--- config.mk ---
export PLATFORM = sky130hd
export DESIGN_NAME = binary_frame_header_parser_top
export DESIGN_NICKNAME = d
export VERILOG_FILES = /design/src/design/bfhp_pkg.sv /design/src/design/bfhp_step.sv /design/src/design/binary_frame_header_parser_top.sv
export SDC_FILE = /design/constraint.sdc
export NUM_CORES = 1
export LEC_CHECK = 0
export CAP_MARGIN = 20
export CELL_PAD_IN_SITES_DETAIL_PLACEMENT = 0
export CELL_PAD_IN_SITES_GLOBAL_PLACEMENT = 1
export CORE_MARGIN = 10
export CORE_UTILIZATION = 46
export DETAILED_ROUTE_END_ITERATION = 10
export DONT_BUFFER_PORTS = 1
export PLACE_DENSITY_LB_ADDON = 0.1
export SETUP_SLACK_MARGIN = 0.3
export SYNTH_ARGS = -nofsm -noshare
export SYNTH_HDL_FRONTEND = slang
export SYNTH_HIERARCHICAL = 1
export SYNTH_SLANG_ARGS = --single-unit
--- constraint.sdc ---
create_clock -name clk -period 3.3 [get_ports clk]
set_clock_uncertainty 0.2 [all_clocks]
set_input_delay 0.66 -clock clk [delete_from_list [all_inputs] [get_ports clk]]
set_output_delay 0.66 -clock clk [all_outputs]
set_load 0.01 [all_outputs]
--- src/design/bfhp_pkg.sv ---
// ----------------------------------------------------------------------------
// bfhp_pkg
// Types, codes and helper functions of the binary frame header parser.
// ----------------------------------------------------------------------------
package bfhp_pkg;

	localparam logic [1:0] K_PUSH      = 2'd0;
	localparam logic [1:0] K_REPLY     = 2'd1;
	localparam logic [1:0] K_BROADCAST = 2'd2;

	localparam logic [3:0] PH_KIND = 4'd0;
	localparam logic [3:0] PH_LEN0 = 4'd1;
	localparam logic [3:0] PH_FLD0 = 4'd5;
	localparam logic [3:0] PH_PAY  = 4'd9;

	localparam logic [2:0] TAG_NONE    = 3'd0;
	localparam logic [2:0] TAG_REF     = 3'd1;
	localparam logic [2:0] TAG_TOPIC   = 3'd2;
	localparam logic [2:0] TAG_EVENT   = 3'd3;
	localparam logic [2:0] TAG_STATUS  = 3'd4;
	localparam logic [2:0] TAG_PAYLOAD = 3'd5;

	localparam logic [1:0] ST_OK      = 2'd0;
	localparam logic [1:0] ST_TRUNC   = 2'd1;
	localparam logic [1:0] ST_UNKNOWN = 2'd2;

	localparam int NUM_LEN = 4;

	typedef logic [7:0] len_arr_t [NUM_LEN];

	typedef struct packed {
		logic [3:0] phase;
		logic [1:0] kind;
		logic [7:0] remaining;
		logic       discarding;
	} state_t;

	typedef struct packed {
		logic       valid;
		logic [2:0] tag;
		logic [7:0] data;
		logic [1:0] kind;
		logic       frame_end;
		logic [1:0] status;
	} result_t;

	typedef struct packed {
		logic [3:0] phase;
		logic [7:0] remaining;
	} seek_t;

	function automatic logic [2:0] num_fields(input logic [1:0] kind);
		logic [2:0] n;
		case (kind)
			K_PUSH:      n = 3'd3;
			K_REPLY:     n = 3'd4;
			K_BROADCAST: n = 3'd2;
			default:     n = 3'd3;
		endcase
		return n;
	endfunction

	function automatic logic [2:0] field_tag_of(input logic [1:0] kind, input logic [1:0] k);
		logic [2:0] t;
		t = TAG_NONE;
		case (kind)
			K_REPLY: begin
				case (k)
					2'd1:    t = TAG_REF;
					2'd2:    t = TAG_TOPIC;
					2'd3:    t = TAG_STATUS;
					default: t = TAG_NONE;
				endcase
			end
			K_BROADCAST: begin
				case (k)
					2'd0:    t = TAG_TOPIC;
					2'd1:    t = TAG_EVENT;
					default: t = TAG_NONE;
				endcase
			end
			default: begin
				case (k)
					2'd1:    t = TAG_TOPIC;
					2'd2:    t = TAG_EVENT;
					default: t = TAG_NONE;
				endcase
			end
		endcase
		return t;
	endfunction

	// first nonempty field at index start or later, else payload
	function automatic seek_t seek_field(input logic [1:0] kind, input logic [2:0] start,
			input len_arr_t lens);
		seek_t      s;
		logic       found;
		logic [2:0] n;
		n = num_fields(kind);
		found = 1'b0;
		s.phase = PH_PAY;
		s.remaining = 8'd0;
		for (int i = 0; i < NUM_LEN; i++) begin
			if (!found && 3'(i) >= start && 3'(i) < n && lens[i] != 8'd0) begin
				found = 1'b1;
				s.phase = PH_FLD0 + 4'(i);
				s.remaining = lens[i];
			end
		end
		return s;
	endfunction

endpackage

--- src/design/bfhp_step.sv ---
// ----------------------------------------------------------------------------
// bfhp_step
// Next-state and result logic for one frame byte.
// ----------------------------------------------------------------------------
module bfhp_step (
	input  bfhp_pkg::state_t   cur,
	input  bfhp_pkg::len_arr_t lens,
	input  logic [7:0]         data_byte,
	input  logic               frame_last,
	output bfhp_pkg::state_t   nxt,
	output logic               len_we,
	output logic [1:0]         len_idx,
	output bfhp_pkg::result_t  res
);

	logic [1:0]         kind;
	logic [1:0]         k;
	logic [2:0]         tag;
	logic [7:0]         rem_dec;
	bfhp_pkg::len_arr_t lens_n;
	bfhp_pkg::seek_t    sk;

	always_comb begin
		kind    = (cur.kind == 2'd3) ? bfhp_pkg::K_PUSH : cur.kind;
		nxt     = cur;
		len_we  = 1'b0;
		len_idx = 2'd0;
		res     = '0;
		k       = 2'd0;
		tag     = bfhp_pkg::TAG_NONE;
		rem_dec = cur.remaining - 8'd1;
		lens_n  = lens;
		sk      = '0;

		if (cur.discarding) begin
			if (frame_last) begin
				res.valid     = 1'b1;
				res.frame_end = 1'b1;
				res.status    = bfhp_pkg::ST_UNKNOWN;
				nxt.phase      = bfhp_pkg::PH_KIND;
				nxt.discarding = 1'b0;
			end
		end else if (cur.phase >= bfhp_pkg::PH_LEN0 && cur.phase < bfhp_pkg::PH_FLD0) begin
			k         = 2'(cur.phase - bfhp_pkg::PH_LEN0);
			len_we    = 1'b1;
			len_idx   = k;
			lens_n[k] = data_byte;
			if ({1'b0, k} + 3'd1 < bfhp_pkg::num_fields(kind)) begin
				nxt.phase = cur.phase + 4'd1;
			end else begin
				sk            = bfhp_pkg::seek_field(kind, 3'd0, lens_n);
				nxt.phase     = sk.phase;
				nxt.remaining = sk.remaining;
			end
			if (frame_last) begin
				res.valid     = 1'b1;
				res.kind      = kind;
				res.frame_end = 1'b1;
				res.status    = (nxt.phase == bfhp_pkg::PH_PAY) ? bfhp_pkg::ST_OK
					: bfhp_pkg::ST_TRUNC;
				nxt.phase      = bfhp_pkg::PH_KIND;
				nxt.discarding = 1'b0;
			end
		end else if (cur.phase >= bfhp_pkg::PH_FLD0 && cur.phase < bfhp_pkg::PH_PAY) begin
			k             = 2'(cur.phase - bfhp_pkg::PH_FLD0);
			tag           = bfhp_pkg::field_tag_of(kind, k);
			nxt.remaining = rem_dec;
			if (rem_dec == 8'd0) begin
				sk            = bfhp_pkg::seek_field(kind, {1'b0, k} + 3'd1, lens);
				nxt.phase     = sk.phase;
				nxt.remaining = sk.remaining;
			end
			if (frame_last) begin
				res.valid     = 1'b1;
				res.kind      = kind;
				res.frame_end = 1'b1;
				if (nxt.phase == bfhp_pkg::PH_PAY) begin
					res.tag    = tag;
					res.data   = (tag != bfhp_pkg::TAG_NONE) ? data_byte : 8'd0;
					res.status = bfhp_pkg::ST_OK;
				end else begin
					res.status = bfhp_pkg::ST_TRUNC;
				end
				nxt.phase      = bfhp_pkg::PH_KIND;
				nxt.discarding = 1'b0;
			end else if (tag != bfhp_pkg::TAG_NONE) begin
				res.valid = 1'b1;
				res.tag   = tag;
				res.data  = data_byte;
				res.kind  = kind;
			end
		end else if (cur.phase == bfhp_pkg::PH_PAY) begin
			res.valid     = 1'b1;
			res.tag       = bfhp_pkg::TAG_PAYLOAD;
			res.data      = data_byte;
			res.kind      = kind;
			res.frame_end = frame_last;
			if (frame_last) begin
				nxt.phase      = bfhp_pkg::PH_KIND;
				nxt.discarding = 1'b0;
			end
		end else begin
			// kind byte; unused phase codes land here too
			if (data_byte > {6'd0, bfhp_pkg::K_BROADCAST}) begin
				nxt.kind = bfhp_pkg::K_PUSH;
				if (frame_last) begin
					res.valid      = 1'b1;
					res.frame_end  = 1'b1;
					res.status     = bfhp_pkg::ST_UNKNOWN;
					nxt.phase      = bfhp_pkg::PH_KIND;
					nxt.discarding = 1'b0;
				end else begin
					nxt.discarding = 1'b1;
				end
			end else begin
				nxt.kind  = data_byte[1:0];
				nxt.phase = bfhp_pkg::PH_LEN0;
				if (frame_last) begin
					res.valid      = 1'b1;
					res.kind       = data_byte[1:0];
					res.frame_end  = 1'b1;
					res.status     = bfhp_pkg::ST_TRUNC;
					nxt.phase      = bfhp_pkg::PH_KIND;
					nxt.discarding = 1'b0;
				end
			end
		end
	end

endmodule

--- src/design/binary_frame_header_parser_top.sv ---
// ----------------------------------------------------------------------------
// binary_frame_header_parser_top
// Length-prefixed binary frame header parser, one byte per item.
// ----------------------------------------------------------------------------
// The result of an accepted byte is in the output register in the next cycle.
// Throughput: one byte per cycle; the output register stalls input only while
// it holds a result that is not taken.
// Reset: arst_n clears parse state and the output valid; field lengths are
// not reset, they are always written before use within a frame.
module binary_frame_header_parser_top (
	input  logic       clk,
	input  logic       arst_n,
	input  logic       in_valid,
	output logic       in_ready,
	input  logic [7:0] data_byte,
	input  logic       frame_last,
	output logic       out_valid,
	input  logic       out_ready,
	output logic [2:0] field_tag,
	output logic [7:0] out_byte,
	output logic [1:0] frame_kind,
	output logic       frame_end,
	output logic [1:0] status
);

	bfhp_pkg::state_t   state_q;
	bfhp_pkg::state_t   state_nxt;
	bfhp_pkg::len_arr_t lens_q;
	bfhp_pkg::result_t  res;
	logic               len_we;
	logic [1:0]         len_idx;
	logic               accept;
	logic               out_valid_q;
	logic [2:0]         tag_q;
	logic [7:0]         byte_q;
	logic [1:0]         kind_q;
	logic               end_q;
	logic [1:0]         status_q;

	assign in_ready = !out_valid_q || out_ready;
	assign accept   = in_valid && in_ready;

	bfhp_step u_step (
		.cur        (state_q),
		.lens       (lens_q),
		.data_byte  (data_byte),
		.frame_last (frame_last),
		.nxt        (state_nxt),
		.len_we     (len_we),
		.len_idx    (len_idx),
		.res        (res)
	);

	always_ff @(posedge clk or negedge arst_n) begin
		if (!arst_n) begin
			state_q.phase      <= bfhp_pkg::PH_KIND;
			state_q.kind       <= bfhp_pkg::K_PUSH;
			state_q.remaining  <= 8'd0;
			state_q.discarding <= 1'b0;
			out_valid_q        <= 1'b0;
		end else begin
			if (accept) begin
				state_q     <= state_nxt;
				out_valid_q <= res.valid;
			end else if (out_ready) begin
				out_valid_q <= 1'b0;
			end
		end
	end

	always_ff @(posedge clk) begin
		if (accept && len_we) begin
			lens_q[len_idx] <= data_byte;
		end
		if (accept && res.valid) begin
			tag_q    <= res.tag;
			byte_q   <= res.data;
			kind_q   <= res.kind;
			end_q    <= res.frame_end;
			status_q <= res.status;
		end
	end

	assign out_valid  = out_valid_q;
	assign field_tag  = tag_q;
	assign out_byte   = byte_q;
	assign frame_kind = kind_q;
	assign frame_end  = end_q;
	assign status     = status_q;

endmodule

==> out/metrics.yaml, run 1 <==
floorplan:
  row_count: 36
  initial_cell_density_of_the_core_pct: 47.41
  die_x_um: 120.4
  ioPinCount: 31
  die_footprint_um2: 14490
  coreArea_um2: 9774
  die_height_um: 120.4
finish:
  multi_input_comb_area_um2: 2889
  num-fill-cells: 868
  drive_above_1_share_pct: 33.53
  num_antenna_cells: 0
  nets: 533
  finalInstanceArea_um2: 5674
  regArea_um2: 1844
  layout-area-overhead-vs-synth_pct: 22.44
  finalNonFillerCells: 643
yosys:
  yosys.area.top_type: "edfxtp_1"
  synth_async_sr_flop_share_pct: 25.00
  commonest_cells_in_the_synthesized_netlist: "edfxtp_1, nor2_1, nand2_1, mux2i_1, nor3_1"
  synth_enable_flop_cells: 48
  synth_cells: 446
  syn-mean-instance-area_um2: 10.39
  synth-seq-area-share_pct: 39.74
  yosys_warn_count: 6
  mappedNetlistArea_um2: 4634
  yosysMostFrequentCell: "edfxtp_1"
  ys_ff_latch: 64
  ys_types: 87
  post-synth-top-area-fraction_pct: 31.10
  synthTopCellsByArea: "edfxtp_1, dfrtp_1, mux2i_1"
  dominantRegCellSynth: "edfxtp_1"
  postSynthNetCount: 474
clock_tree:
  clk_transition_reported_paths_ps: 90
  clockRootBuffer: "clkbuf_8"
  cts_made_buffers: 9
  tritoncts: "yes"
  cts_sink_count: 64
  max-clock-path-buffers: 2
  ctsHtreeMaxLevel: 3
  clock_insertion_delay_worst_skew_ps: 370
pwr:
  peakVddDrop_v: 0.0004114
  power.density_cell_area_nw_per_um2: 912.4
  p_leak_nw: 2.105
global_route:
  first_global_vias: 4072
  gr_util_all_layers_pct: 21.42
  number_of_antenna_violations_at_the_first_check_in_global_routing: 0
  grt_start_max_net_pins: 17
  grt_pass1_wl_mm: 24.16
  gr-total-overflow: 0
setup_path:
  data_required_critical_path_ps: 3360
  path_class: "flip-flop to flip-flop"
  worst-endpoint-arrival_ps: 3090
  crit_chain: "or4_4 > or3_4 > a22o_4 > o211ai_4 > buf_12 > mux2i_4 > nand3_2 > o211a_1 > mux2_4"
  cp_max_fo: 7
  critical_path.endpoint_type: "flip-flop"
  crit_path_top_delay_cell: "or4_4"
  start_kind: "flip-flop"
  crit_path_max_incr_delay_ps: 560
  cpLargestDelayFamily: "simple AND/OR/NAND/NOR gates"
  cp_num_buf_inv: 1
drt:
  antenna_violating_nets_post_route: 0
  drt_iter0_markers: 436
  drc_errors: 0
  detail_route.wl_per_cell_um: 24.22
  num_vias: 4112
  wirelength_mm: 15.58
  drt_pass1_iterations: 5
  post_detailed_route_via_to_cell_ratio: 6.395
sta:
  unrepaired_setup_endpoints_after_global_routing: "true"
  report.final.hold_viol_count: 0
  finalMaxSlewViolations: 0
  timing_worst_slew_pin_value_ps: 917.8
  report.final.setup_viol: 0
  max-slew-margin-rel_pct: 38.61
  final_min_period_over_clock_period_pct: 92.12
  minimum_period_implied_by_the_final_worst_setup_slack_ps: 3040
  final.setup.tns_ps: 0
  timing.fmax_mhz: 329.0
placed_design:
  detailedPlacementHpwl_mm: 11.27
  placedInstanceArea_um2: 5082
  placed_cells: 605
  portBuffers: 0
  gp_congestion: 0.9268
worst_hold_path:
  hp-class: "input pin to flip-flop"
run_status:
  status: "completed"
job:
  max-cap-violations: 0
==> routing by layer <==
layer  track usage, %  vias to the layer above  share of wire (%)
li1                 -                     1861                  -
met1            28.29                     2044                 44
met2            33.07                      173                 47
met3            4.607                       34                6.0
met4            9.351                        0                3.3
met5                0                        -                  0
==> layout make-up <==
cell class	instances	area share, %
Clock inverter	6	1.058
Timing Repair Buffer	65	9.283
Inverter	16	1.058
Clock buffer	10	2.249
Tap cell	133	2.933
Sequential cell	64	32.50
Multi-Input combinational cell	349	50.92
==> cells by family (layout without fill, tap and decap cells) <==
family	Yosys count	in the layout	synth area share, %
AND/OR/NAND/NOR	158	158	18.66
AO/OA/AOI/OAI	120	120	20.17
flip-flops	64	64	39.74
multiplexers	52	52	12.66
buffers and inverters	33	97	3.969
adder cells (fa/ha/maj)	15	15	4.050
XOR/XNOR	4	4	0.7561
==> repair_timing <==
action,4_1_cts,5_1_grt
pin swaps,10,18
endpoints found under the hold margin,16,0
resized for setup,13,42
hold buffers,1,0
buffers inserted,16,5
cloned,0,0
setup endpoints to repair,35,68
==> worst reg2reg max path: stages, from the launching register on <==
cell and delay, ps:
edfxtp_1 380, or4_4 560, or3_4 410, a22o_4 240, o211ai_4 220, buf_12 160
mux2i_4 270, nand3_2 100, o211a_1 130, mux2_4 260
==> cell usage in the layout, fill, tap and decap left out, types with 6 or more instances in the layout <==
master,instances
edfxtp_1,48
nand2_1,31
ha_1,10
nand3_1,11
mux2i_1,27
a211oi_2,6
mux2_4,11
clkbuf_8,9
a21oi_1,13
nor3_1,12
nor2b_1,12
o22ai_1,8
inv_1,14
buf_4,59
dfrtp_1,14
nor4_1,8
nor2_1,33
o21ai_0,14
mux2_2,12
==> power by group <==
group	switching (mW)	total (mW)	leakage, nW	internal, mW
logic	1.84	3.26	1.37	1.43
clock network	0.333	0.677	0.0937	0.345
registers	0.182	1.24	0.636	1.05
==> registers in the layout, summed over array words and instances, names as in the netlist <==
name,count
frame_end,1
out_valid,1
frame_kind,2
status,2
state_q,15
lens_q,32
out_byte,8
field_tag,3
==> per-stage QoR <==
step	setup WS [ps]	hold WS (ps)	power, mW	utilization (%)
after floorplan	290.6	164.4	3.092	-
after global placement	77.92	165.1	3.982	52.00
after detailed placement	35.79	165.0	4.009	52.00
after CTS	262.7	169.1	4.865	55.80
after global routing	160.7	171.6	5.479	58.05
final	260.1	183.0	5.177	58.05
==> worst paths after layout <==
check / from / cells after the start / to / slack [ps]
worst max-delay path: lens_q[29] / 9 / state_q[6] / 260
worst min-delay path: data_byte[2] / 0 / lens_q[10] / 180
worst max register to register: lens_q[29] / 9 / state_q[6] / 260
worst min register to register: state_q[10] / 1 / state_q[10] / 410
max in group asynchronous: arst_n / 1 / state_q[10] / 1610
min in group asynchronous: arst_n / 1 / state_q[11] / 670
No activity file was read; power rests on OpenSTA's default activity.
==> inputs of run 2 (changes only) <==
--- a/config.mk
+++ b/config.mk
@@ -9,7 +9,7 @@
 export CELL_PAD_IN_SITES_DETAIL_PLACEMENT = 0
 export CELL_PAD_IN_SITES_GLOBAL_PLACEMENT = 1
 export CORE_MARGIN = 10
-export CORE_UTILIZATION = 46
+export CORE_UTILIZATION = 55
 export DETAILED_ROUTE_END_ITERATION = 10
 export DONT_BUFFER_PORTS = 1
 export PLACE_DENSITY_LB_ADDON = 0.1
==> constraint.sdc (replaced) <==
create_clock -name clk -period 3.7 [get_ports clk]
set_clock_uncertainty 0.2 [all_clocks]
set_input_delay 0.74 -clock clk [delete_from_list [all_inputs] [get_ports clk]]
set_output_delay 0.74 -clock clk [all_outputs]
set_load 0.01 [all_outputs]
==> out/metrics.yaml, run 2 (synthesis results as in run 1) <==
finish:
  layout-area-overhead-vs-synth_pct: 10.18
  finalNonFillerCells: 574
  regArea_um2: 1842
  mostFrequentLayoutCells: "edfxtp_1, nor2_1, nand2_1"
  drive_above_1_share_pct: 21.54
  finalInstanceArea_um2: 5106
  nets: 492
  multi_input_comb_area_um2: 2663
  num_antenna_cells: 0
  num-fill-cells: 689
  layout.cells.most_common: "edfxtp_1"
  max_flop_register: "lens_q"
  largest_register_ff_count: 32
global_route:
  grt_pass1_wl_mm: 22.65
  first_global_vias: 3975
  number_of_antenna_violations_at_the_first_check_in_global_routing: 0
  gr-total-overflow: 0
  grt_start_max_net_pins: 17
  gr_util_all_layers_pct: 22.93
clock_tree:
  cts_sink_count: 64
  clockRootBuffer: "clkbuf_8"
  clock_insertion_delay_worst_skew_ps: 360
  tritoncts: "yes"
  ctsHtreeMaxLevel: 3
  max-clock-path-buffers: 2
  clk_transition_reported_paths_ps: 90
  postCtsSetupRepairBufs: 0
  cts_made_buffers: 9
sta:
  final_min_period_over_clock_period_pct: 92.10
  finalMaxSlewViolations: 0
  timing_worst_slew_pin_value_ps: 874.0
  report.final.hold_viol_count: 0
  timing.fmax_mhz: 293.4
  minimum_period_implied_by_the_final_worst_setup_slack_ps: 3408
  unrepaired_setup_endpoints_after_global_routing: "true"
  final.setup.tns_ps: 0
  max-slew-margin-rel_pct: 41.54
  report.final.setup_viol: 0
placed_design:
  portBuffers: 0
  gp_congestion: 0.9796
  placedInstanceArea_um2: 4815
  placed_cells: 557
  detailedPlacementHpwl_mm: 11.06
setup_path:
  cpLargestDelayFamily: "simple AND/OR/NAND/NOR gates"
  r2r_cells: 9
  critical_path.endpoint_type: "flip-flop"
  cp_num_buf_inv: 1
  path_depth: 9
  cp_max_fo: 6
  start_kind: "flip-flop"
  crit_chain: "inv_1 > ha_1 > or3b_2 > o211a_1 > nor3_1 > a222oi_1 > and3_1 > a211oi_1 > mux2_2"
  crit_path_max_incr_delay_ps: 570
  crit_path_top_delay_cell: "or3b_2"
  path_class: "flip-flop to flip-flop"
  worst-endpoint-arrival_ps: 3500
  data_required_critical_path_ps: 3790
drt:
  num_vias: 3989
  post_detailed_route_via_to_cell_ratio: 6.949
  detail_route.wl_per_cell_um: 26.06
  wirelength_mm: 14.96
  drt_iter0_markers: 539
  antenna_violating_nets_post_route: 0
  drt_pass1_iterations: 6
  drc_errors: 0
job:
  max-cap-violations: 0
floorplan:
  row_count: 33
  die_height_um: 111.8
  coreArea_um2: 8217
  ioPinCount: 31
  die_footprint_um2: 12500
  initial_cell_density_of_the_core_pct: 56.40
  die_x_um: 111.8
pwr:
  totalPowerFinal_mw: 4.194
  peakVddDrop_v: 0.0003516
  power.density_cell_area_nw_per_um2: 821.3
  p_leak_nw: 1.880
worst_hold_path:
  min_delay_path_depth: 0
  hp-class: "input pin to flip-flop"
run_status:
  status: "completed"
[run 2: cell types whose count changed in the layout (fill, tap and decap cells not counted), sizes merged]
cell / previous run / this run
buf: 64 / 23
bufinv: 1 / 2
clkbuf: 10 / 9
clkinv: 4 / 3
clkinvlp: 1 / 0
inv: 16 / 18
[run 2: per-layer routing]
layer | vias up | global-route usage, % | share of wire (%)
li1 | 1771 | - | -
met4 | 0 | 12.43 | 4.1
met3 | 44 | 4.831 | 8.3
met2 | 230 | 35.86 | 47
met5 | - | 0 | 0
met1 | 1944 | 28.89 | 41
[run 2: area by class of cell]
type                    count  area share [%]
clock buffers               9           2.426
clock inverters             7           2.034
inverters                  16           1.176
multi-input cells         349           52.14
flip-flops and latches     64           36.07
well taps                 105           2.573
repair buffers             24           3.578
[run 2: worst paths after layout]
check / startpoint / endpoint / slack (ps)
worst max-delay path: state_q[9] / state_q[1] / 290
worst min-delay path: data_byte[4] / lens_q[28] / 270
worst max register to register: state_q[9] / state_q[1] / 290
worst min register to register: state_q[8] / state_q[8] / 410
max in group asynchronous: arst_n / state_q[12] / 2010
min in group asynchronous: arst_n / state_q[10] / 730
[run 2: what timing repair did]
| item | in CTS | in global routing |
|---|---|---|
| hold buffers | 1 | 0 |
| endpoints found under the hold margin | 16 | 0 |
| endpoints found under the setup margin | 1 | 64 |
| gates resized for setup | 1 | 13 |
[run 2: stage by stage]
stage / hold slack (ps) / setup WS [ps] / utilization [%]
floorplan: 244.4 / 331.5 / -
global placement: 245.0 / 252.6 / 58.60
detailed placement: 245.0 / 234.7 / 58.60
CTS: 254.6 / 302.4 / 61.55
global route: 254.3 / 218.5 / 62.14
finish: 272.4 / 292.1 / 62.14
[run 2: report_power, final]
group	total (mW)	switching [mW]	leakage [nW]	internal (mW)
Clock	0.703	0.316	0.114	0.387
Sequential	1.13	0.194	0.639	0.939
Combinational	2.36	1.43	1.13	0.931
